<file path="src/rtl/core/stxlsf_pkg.sv">
// Shared types and codes for the length/sum frame receiver.
package stxlsf_pkg;

   localparam int unsigned BYTE_W = 8;

   typedef enum logic [1:0] {
      KIND_INFO   = 2'd0,
      KIND_ACCEPT = 2'd1,
      KIND_REJECT = 2'd2
   } kind_type;

   typedef enum logic {
      CSR_START_BYTE = 1'b0,
      CSR_NAK_BYTE   = 1'b1
   } csr_index_type;

   localparam logic [BYTE_W-1:0] START_BYTE_RESET = 8'd2;
   localparam logic [BYTE_W-1:0] NAK_BYTE_RESET   = 8'd85;

   typedef struct packed {
      logic              valid;
      kind_type          kind;
      logic [BYTE_W-1:0] byte_index;
      logic [BYTE_W-1:0] data_value;
   } result_type;

endpackage

</file>
<file path="src/rtl/core/stx_length_sum_frame_receiver_core.sv">
// Top level of the start/length framed receiver with 8-bit additive check.
//
// Usage:
//   req_* carries one received byte per request (valid/ready). Each request
//   is decoded in the cycle it is accepted and its result, if any, is loaded
//   into the rsp_* output register: kind info (byte and its position),
//   accept (command byte) or reject (NAK byte).
//   A result appears on rsp_* in the cycle after its request is accepted.
//   Throughput: one request per cycle, set by the single output register;
//   req_ready stays high while the output register is empty or being drained
//   in the same cycle.
//   Stall: when rsp_ready is low with a result waiting, req_ready drops and
//   the frame state holds until the result is taken.
//   Reset (synchronous, active high): parser returns to idle, start byte 2,
//   NAK byte 85, output register empty.
//   csr_*: write start byte (index 0) or NAK byte (index 1) while idle.
module stx_length_sum_frame_receiver_core (
   input  logic        clock,
   input  logic        reset,
   input  logic        csr_write_enable,
   input  logic        csr_index,
   input  logic [7:0]  csr_write_data,
   input  logic        req_valid,
   output logic        req_ready,
   input  logic [7:0]  req_rx_byte,
   output logic        rsp_valid,
   input  logic        rsp_ready,
   output logic [1:0]  rsp_kind,
   output logic [7:0]  rsp_byte_index,
   output logic [7:0]  rsp_data_value
);

   stxlsf_pkg::result_type result;
   stxlsf_pkg::result_type rsp_ff;
   logic                   rsp_valid_ff, rsp_valid_in;
   logic                   step;

   assign req_ready = !rsp_valid_ff || rsp_ready;
   assign step      = req_valid && req_ready;

   stxlsf_parser u_parser (
      .clock            (clock),
      .reset            (reset),
      .csr_write_enable (csr_write_enable),
      .csr_index        (csr_index),
      .csr_write_data   (csr_write_data),
      .step_valid       (step),
      .rx_byte          (req_rx_byte),
      .result           (result)
   );

   always_comb begin
      rsp_valid_in = rsp_valid_ff && !rsp_ready;
      if (step && result.valid) begin
         rsp_valid_in = 1'b1;
      end
   end

   always_ff @(posedge clock) begin
      if (reset) begin
         rsp_valid_ff <= 1'b0;
      end else begin
         rsp_valid_ff <= rsp_valid_in;
      end
   end

   always_ff @(posedge clock) begin
      if (step && result.valid) begin
         rsp_ff <= result;
      end
   end

   assign rsp_valid      = rsp_valid_ff;
   assign rsp_kind       = rsp_ff.kind;
   assign rsp_byte_index = rsp_ff.byte_index;
   assign rsp_data_value = rsp_ff.data_value;

   // a decoded result is always loaded
   assert property (@(posedge clock) disable iff (reset)
      step && result.valid |=> rsp_valid_ff)
      else $error("result lost");

   // a result that is not taken blocks new requests
   assert property (@(posedge clock) disable iff (reset)
      rsp_valid_ff && !rsp_ready |-> !req_ready)
      else $error("request accepted over a stalled result");

   // a taken result with nothing new leaves the register empty
   assert property (@(posedge clock) disable iff (reset)
      rsp_valid_ff && rsp_ready && !(step && result.valid) |=> !rsp_valid_ff)
      else $error("result repeated");

endmodule

</file>
<file path="src/rtl/core/stxlsf_parser.sv">
// Frame parser: control registers, frame state and per-byte result decode.
module stxlsf_parser (
   input  logic                             clock,
   input  logic                             reset,
   input  logic                             csr_write_enable,
   input  logic                             csr_index,
   input  logic [stxlsf_pkg::BYTE_W-1:0]    csr_write_data,
   input  logic                             step_valid,
   input  logic [stxlsf_pkg::BYTE_W-1:0]    rx_byte,
   output stxlsf_pkg::result_type           result
);

   typedef enum logic [1:0] {
      PH_IDLE = 2'd0,
      PH_LEN  = 2'd1,
      PH_BODY = 2'd2
   } phase_type;

   phase_type                       phase_ff, phase_in;
   logic [stxlsf_pkg::BYTE_W-1:0]   start_byte_ff, nak_byte_ff;
   logic [stxlsf_pkg::BYTE_W-1:0]   frame_length_ff, frame_length_in;
   logic [stxlsf_pkg::BYTE_W-1:0]   position_ff, position_in;
   logic [stxlsf_pkg::BYTE_W-1:0]   running_sum_ff, running_sum_in;
   logic [stxlsf_pkg::BYTE_W-1:0]   command_byte_ff, command_byte_in;
   logic [stxlsf_pkg::BYTE_W:0]     next_position;
   logic                            body_more;
   logic                            first_info;

   assign next_position = {1'b0, position_ff} + {{stxlsf_pkg::BYTE_W{1'b0}}, 1'b1};
   assign body_more     = next_position < {1'b0, frame_length_ff};
   assign first_info    = position_ff == {{(stxlsf_pkg::BYTE_W-1){1'b0}}, 1'b1};

   always_comb begin
      phase_in        = phase_ff;
      frame_length_in = frame_length_ff;
      position_in     = position_ff;
      running_sum_in  = running_sum_ff;
      command_byte_in = command_byte_ff;
      result          = '0;
      result.kind     = stxlsf_pkg::KIND_INFO;
      if (step_valid) begin
         case (phase_ff)
            PH_LEN: begin
               if (rx_byte < stxlsf_pkg::BYTE_W'(2)) begin
                  phase_in          = PH_IDLE;
                  result.valid      = 1'b1;
                  result.kind       = stxlsf_pkg::KIND_REJECT;
                  result.data_value = nak_byte_ff;
               end else begin
                  frame_length_in = rx_byte;
                  running_sum_in  = rx_byte;
                  position_in     = stxlsf_pkg::BYTE_W'(1);
                  command_byte_in = '0;
                  phase_in        = PH_BODY;
               end
            end
            PH_BODY: begin
               if (first_info) begin
                  command_byte_in = rx_byte;
               end
               result.valid = 1'b1;
               if (body_more) begin
                  running_sum_in    = running_sum_ff + rx_byte;
                  position_in       = next_position[stxlsf_pkg::BYTE_W-1:0];
                  result.kind       = stxlsf_pkg::KIND_INFO;
                  result.byte_index = position_ff;
                  result.data_value = rx_byte;
               end else begin
                  phase_in = PH_IDLE;
                  if (rx_byte == running_sum_ff) begin
                     result.kind       = stxlsf_pkg::KIND_ACCEPT;
                     result.data_value = first_info ? rx_byte : command_byte_ff;
                  end else begin
                     result.kind       = stxlsf_pkg::KIND_REJECT;
                     result.data_value = nak_byte_ff;
                  end
               end
            end
            default: begin
               phase_in = (rx_byte == start_byte_ff) ? PH_LEN : PH_IDLE;
            end
         endcase
      end
   end

   always_ff @(posedge clock) begin
      if (reset) begin
         phase_ff        <= PH_IDLE;
         start_byte_ff   <= stxlsf_pkg::START_BYTE_RESET;
         nak_byte_ff     <= stxlsf_pkg::NAK_BYTE_RESET;
         frame_length_ff <= '0;
         position_ff     <= '0;
         running_sum_ff  <= '0;
         command_byte_ff <= '0;
      end else begin
         phase_ff        <= phase_in;
         frame_length_ff <= frame_length_in;
         position_ff     <= position_in;
         running_sum_ff  <= running_sum_in;
         command_byte_ff <= command_byte_in;
         if (csr_write_enable) begin
            case (stxlsf_pkg::csr_index_type'(csr_index))
               stxlsf_pkg::CSR_START_BYTE: start_byte_ff <= csr_write_data;
               stxlsf_pkg::CSR_NAK_BYTE:   nak_byte_ff   <= csr_write_data;
               default: ;
            endcase
         end
      end
   end

   // end of a frame always drops back to idle
   assert property (@(posedge clock) disable iff (reset)
      result.valid && (result.kind == stxlsf_pkg::KIND_ACCEPT ||
                       result.kind == stxlsf_pkg::KIND_REJECT)
      |=> phase_ff == PH_IDLE)
      else $error("verdict not followed by idle");

   // inside a frame the position stays short of the length
   assert property (@(posedge clock) disable iff (reset)
      phase_ff == PH_BODY |-> position_ff != '0 && position_ff < frame_length_ff)
      else $error("frame position out of range");

   // a length byte of two or more opens the body with the sum seeded
   assert property (@(posedge clock) disable iff (reset)
      step_valid && phase_ff == PH_LEN && !result.valid
      |=> phase_ff == PH_BODY && running_sum_ff == frame_length_ff)
      else $error("body not opened after length byte");

   // no result from an idle byte
   assert property (@(posedge clock) disable iff (reset)
      phase_ff != PH_LEN && phase_ff != PH_BODY |-> !result.valid)
      else $error("result while idle");

endmodule

</file>
<file path="config.mk">
export PLATFORM = sky130hd
export DESIGN_NAME = stx_length_sum_frame_receiver_core
export DESIGN_NICKNAME = d
export VERILOG_FILES = /design/src/rtl/core/stxlsf_pkg.sv /design/src/rtl/core/stx_length_sum_frame_receiver_core.sv /design/src/rtl/core/stxlsf_parser.sv
export SDC_FILE = /design/constraint.sdc
export NUM_CORES = 1
export LEC_CHECK = 0
export ABC_AREA = 1
export BUFFER_PORTS_ARGS = -buffer_cell sky130_fd_sc_hd__buf_2
export CORE_ASPECT_RATIO = 1.5
export CORE_UTILIZATION = 25
export CTS_CLUSTER_DIAMETER = 40
export DETAILED_ROUTE_END_ITERATION = 10
export PLACE_DENSITY = 0.43
export RECOVER_POWER = 100
export SYNTH_ARGS = -nofsm -noshare
export SYNTH_HDL_FRONTEND = slang
export SYNTH_SLANG_ARGS = --single-unit
</file>
<file path="constraint.sdc">
create_clock -name clock -period 3.4 [get_ports clock]
set_input_delay 0.68 -clock clock [delete_from_list [all_inputs] [get_ports clock]]
set_output_delay 0.68 -clock clock [all_outputs]
set_load 0.1 [all_outputs]
</file>
---- After elaboration in Yosys (flattened, before gate mapping) ----
Index checks and enable logic that the tools add are counted.
storage, ports and cells
  word-level logic and storage cells ...... 64
  flip-flop bits (word level) ............. 69
  input port bits ......................... 22
  output and inout bits ................... 20
cells by class
  reduce and logical (&&, ||, !) cells .... 14
  multiplexer cells ....................... 25
  bitwise operators ....................... 2
  $add $sub $neg .......................... 2
  equality and inequality tests ........... 8
  magnitude comparators ................... 2
operators with widths
  operator                                                                  number
  8-bit 2-to-1 mux                                                          11
  8-bit one-hot mux with 2 select lines                                     4
  19-bit 2-to-1 mux                                                         1
  8-bit equality test                                                       2
  8-bit by 1-bit adder with 9-bit output (second input constant)            1
  9-bit by 8-bit < comparator with 1-bit output                             1
  3-bit AND reduction                                                       3
  8-bit adder                                                               1
  8-bit by 1-bit equality test with 1-bit output (second input constant)    1
  8-bit by 2-bit < comparator with 1-bit output (second input constant)     1
  2-bit 2-to-1 mux                                                          4
  3-bit one-hot mux with 2 select lines                                     1
  2-bit AND reduction                                                       3
  2-bit inequality test (second input constant)                             2
  2-bit one-hot mux with 2 select lines                                     1
  4-bit AND reduction                                                       1
  1-bit logical AND                                                         3
  3-bit 2-to-1 mux                                                          1
  2-bit by 1-bit equality test with 1-bit output (second input constant)    1
  2-bit equality test (second input constant)                               1
  1-bit zero test                                                           2
  1-bit 2-to-1 mux                                                          2
  2-bit by 1-bit inequality test with 1-bit output (second input constant)  1
  1-bit NOT                                                                 2
  2 further kinds                                                           2

---- Logic depth before layout (Yosys ltp) ----
  depth after elaboration ................. 8
  depth in mapped cells ................... 18
  mapped depth without buffers ............ 18

---- Hierarchy ----
Synthesis repeated with hierarchy kept, for this count alone.
unflattened totals
  cells, all modules ...................... 531
  area, all modules ....................... 3963.8 um^2
modules (own cells, without submodules)
  module                              area each (um^2)  cells each  instances  sequential area each (um^2)
  stxlsf_parser                       3348.2            501         1          1001.0
  stx_length_sum_frame_receiver_core  615.6             30          1          560.5

---- Least setup slack after synthesis ----
Ideal clock, no wire load.
  path type ............................... reg2reg
  start ................................... register rsp_valid_ff, in the netlist rsp_valid
  end ..................................... register u_parser.position_ff[4] in the netlist's numbering
  library setup time ...................... 115 ps
  path buffers ............................ 1
  slack ................................... 478 ps
  arrival ................................. 2807 ps
  clock period less this slack ............ 2922 ps
  required time ........................... 3285 ps
  cell stages (with the launch flop) ...... 9
  cells stage by stage .................... dfxtp_1 -> nand2_1 -> nand2_1 -> clkinv_1 -> nand2_2 -> nor2_4 -> buf_4 -> a21oi_1 -> nor2_1
between the ends
  cells in the longest elaborated chain, start to end .. 4
RTL lines
  what                           line                                      source
  from (decl)                    stx_length_sum_frame_receiver_core.sv:35  logic rsp_valid_ff, rsp_valid_in;
  from (signal assigned)         stx_length_sum_frame_receiver_core.sv:63  rsp_valid_ff <= rsp_valid_in;
  1-bit zero test                stx_length_sum_frame_receiver_core.sv:38  assign req_ready = !rsp_valid_ff || rsp_ready;
  1-bit logical OR               stx_length_sum_frame_receiver_core.sv:38
  net req_ready                  stx_length_sum_frame_receiver_core.sv:24  output logic req_ready,
  1-bit logical AND              stx_length_sum_frame_receiver_core.sv:39  assign step = req_valid && req_ready;
  4-bit AND reduction (no line)  -
  to (signal assigned)           stxlsf_parser.sv:98                       position_ff <= position_in;
  to (decl)                      stxlsf_parser.sv:22                       logic [stxlsf_pkg::BYTE_W-1:0] position_ff, position_in;
The timed path passes the listed nets, and every way through them passes these cells.
A chain may end at the register's enable or synchronous reset.

---- Worst setup path in the final report ----
  start ................................... register u_parser.position_ff[0] in the netlist's numbering
  end ..................................... register rsp_ff, in the netlist rsp_data_value[3] (data pin)
between the ends
  cells in the longest elaborated chain, start to end .. 5
  elaborated cells on any way between the ends .. 7
  classes of those cells .................. add/sub: 1; order compare: 1; eq/ne: 1; mux: 4
RTL lines
  what                                                                            line                                      source
  branches (longest 3 deep; another with 8-bit by 1-bit adder with 9-bit output)  -
  8-bit 2-to-1 mux (*)                                                            stxlsf_parser.sv:62                       if (body_more) begin
  8-bit one-hot mux with 2 select lines (*)                                       stxlsf_parser.sv:42                       case (phase_ff)
  to (signal assigned)                                                            stx_length_sum_frame_receiver_core.sv:69  rsp_ff <= result;
  to (decl)                                                                       stx_length_sum_frame_receiver_core.sv:34  stxlsf_pkg::result_type rsp_ff;
Every way passes the cells marked *.

==> results.yml <==
logic_synthesis:
  synth_top_cell_by_area: "dfxtp_1"
  yosysUniqueCellTypes: 37
  ys_seq_area_share_pct: 37.96
  synth_compound_area_share_pct: 8.394
  ys_top_cells_by_count: "nand2_1 (155), nor2_1 (83), inv_1 (70)"
  ys_seq_elements: 69
  syn-num-nets: 623
  synth.area.top_cells: "dfxtp_1 (25%), nand2_1 (14%), edfxtp_1 (13%)"
  synth_mux_area_share_pct: 0
  synth_ff_type: "dfxtp_1"
  syn-cell-area_um2: 4114
  synth_xor_area_share_pct: 1.916
  ys_async_sr_fraction_pct: 0
  synth_adder_area_share_pct: 5.961
  yosys_warnings: 0
  synth_top_family_by_area: "simple AND/OR/NAND/NOR gates"
  synthSimpleGateAreaFrac_pct: 36.31
  syn_inst: 582
  yosysMostFrequentCell: "nand2_1"
  synth.avg_cell_area_um2: 7.069
  synth_top_cell_area_share_pct: 24.82
  synth-edff-count: 18
power_and_ir_drop:
  power_switching_uw: 558.5
  p_comb_share_pct: 12.4
  seqPwrFrac_pct: 41.1
  p_sw_share_pct: 25.95
  clkPwrFrac_pct: 46.6
  irDropWorstVdd_v: 0.0001914
  internal_power_mw: 1.594
  p_total_mw: 2.153
  power.leakage_nw: 2.118
  powerDensity_nw_per_um2: 452.9
placed_design:
  routabilityCongestion: 0.8503
  dp_cells: 819
  dpl.hpwl_um: 8613
  io_buffers: 41
clocking:
  cts.sinks: 69
  clk_latency_ps: 340
  tritoncts: "built"
  hold_buffers: 0
  cts_resized: 0
  cts_setup_buffers: 0
  htree_levels: 3
  cts_root_buf: "clkbuf_16"
  numCtsBuffers: 9
  clk_path_buf_depth: 2
  clk_pin_slew_ps: 60
run:
  cap_violations: 0
final_layout:
  final-instance-count-excl-fill: 835
  drive_above_1_share_pct: 9.221
  synthToLayoutAreaGrowth_pct: 15.54
  finalNetCount: 665
  insertedDiodeCount: 0
global_route:
  grt_pass1_vias: 3608
  grt_first_pass_wirelength_um: 18240
  grt_max_degree: 36
  antenna_found_initial: 0
  grtUsageTotal_pct: 14.03
  grt-ovfl-total: 0
worst_setup_path:
  arrival_ps: 2970
  crit_fanout: 10
  crit_buf_inv: 2
  cp.required_ps: 3490
  cpMaxStageDelayCell: "dfxtp_1"
  worst-setup-path-type: "register to register"
  path_cells: "ha_1 > nand3_1 > nor2_1 > xor2_1 > ha_1 > nand2_1 > inv_1 > a21oi_1 > nand2_2 > inv_4 > nand2_8 > nand3_1 > nand2_1 > nand3_1 > nand2_1"
  crit_path_end_kind: "register"
  slowest_delay_ps: 450
  cp-start-kind: "register"
  cp_top_family: "simple AND/OR/NAND/NOR gates"
die:
  ios: 42
  start_util_pct: 25.52
  die_h_um: 159.1
  die_w_um: 106.7
  core_area_um2: 16120
  die_area_um2: 16980
  row_count: 57
timing:
  finalSetupViolCount: 0
  worst_pin_slew_ps: 1292
  max_freq_mhz: 347.1
  period_share_pct: 84.73
  slew_viol_final: 0
  period_needed_ps: 2881
  slew_headroom_pct: 13.90
  holdWs_ps: 468.3
  grt_setup_unrepaired: "no"
  finClkSkew_ps: 7.282
  finalHoldViolations: 0
  fin_tns_setup_ps: 0
routing:
  dr_total_vias: 3727
  antenna_left: 0
  drt_iter0_markers: 177
  routedWlPerCell_um: 13.58
  via_per_inst: 4.463
  drt-pass1-iter-count: 4
  post-route-drc-count: 0
  finalWirelength_um: 11340
outcome:
  status: "completed"
min_path:
  hold_class: "register to register"
[sequential cells by signal, summed over array words and instances (netlist names), 2 cells and up]
register	cells
rsp_byte_index	8
rsp_data_value	8
u_parser.start_byte_ff	8
u_parser.running_sum_ff	8
u_parser.nak_byte_ff	8
rsp_kind	2
u_parser.position_ff	8
u_parser.frame_length_ff	8
u_parser.phase_ff	2
u_parser.command_byte_ff	8
[layout make-up]
type	count	area (µm²)
inverters	76	287.8
clock buffers	10	229.0
multi-input cells	422	2121
flip-flops and latches	69	1562
well taps	206	257.7
fillers	1815	11360
repair buffers	46	209.0
clock inverters	6	87.58
[placed cells by master (no fill, tap or decap), types with 2 or more instances in the layout]
cell,netlist,final
nand2_1,155,157
nor2_1,83,84
inv_1,70,70
nand3_1,47,54
dfxtp_1,51,51
a21oi_1,41,41
clkbuf_1,4,24
o21ai_0,22,22
buf_2,3,20
ha_1,18,18
edfxtp_1,18,18
nand4_1,9,9
clkbuf_16,0,9
xor2_1,7,7
nand3b_1,5,5
nor3_1,4,4
clkinv_1,3,3
nand2_2,5,3
or2_2,3,3
buf_4,3,3
inv_2,2,2
nor3_2,2,2
xnor2_1,2,2
nand2_8,2,2
nand3_2,9,2
bufinv_16,0,2
clkinv_4,0,2
clkinv_2,0,2
[power groups by stage]
stage | combinational [mW] | sequential, mW | clock (mW)
after floorplan | 0.197 | 0.896 | 0
after global placement | 0.266 | 0.901 | 0
after detailed placement | 0.270 | 0.902 | 0
after CTS | 0.271 | 0.884 | 1.03
after global routing | 0.303 | 0.887 | 1.06
final | 0.266 | 0.884 | 1.00
[final timing paths]
| check | endpoint | startpoint | slack (ps) | cells past startpoint |
|---|---|---|---|---|
| worst max-delay path | rsp_data_value[3] | u_parser.position_ff[0] | 520 | 15 |
| worst min-delay path | u_parser.frame_length_ff[5] | u_parser.frame_length_ff[5] | 470 | 2 |
| worst max register to register | rsp_data_value[3] | u_parser.position_ff[0] | 520 | 15 |
| worst min register to register | u_parser.frame_length_ff[5] | u_parser.frame_length_ff[5] | 470 | 2 |
[worst register-to-register path, cell delays in order (launching register included)]
cell,delay (ps)
dfxtp_1,450
ha_1,230
nand3_1,130
nor2_1,220
xor2_1,240
ha_1,270
nand2_1,80
inv_1,40
a21oi_1,140
nand2_2,90
inv_4,130
nand2_8,100
nand3_1,120
nand2_1,190
nand3_1,120
nand2_1,70
[kinds of logic after synthesis]
group           count (synthesis)
buf+inv                        91
xor+xnor                        9
flops                          69
compound gates                 66
fa+ha+maj                      19
simple gates                  328
[layer usage]
metal  GRT usage (%)  wire, µm  vias up
met5               0         0        -
met4           6.164       176        0
met3           2.374       418       15
met2           25.81      6027       73
met1           15.46      4720     1685
li1                -         -     1954
[stage by stage]
step / cell area, µm² / setup slack [ps] / util, %
2_1_floorplan: 4114 / 478.3 / -
3_3_place_gp: 4513 / 617.6 / 28.00
3_5_place_dp: 4513 / 619.0 / 28.00
4_1_cts: 4830 / 584.7 / 29.96
5_1_grt: 4753 / 248.6 / 29.49
6_report: 4753 / 519.1 / 29.49
Note: power is estimated with default switching activity, not from simulation.
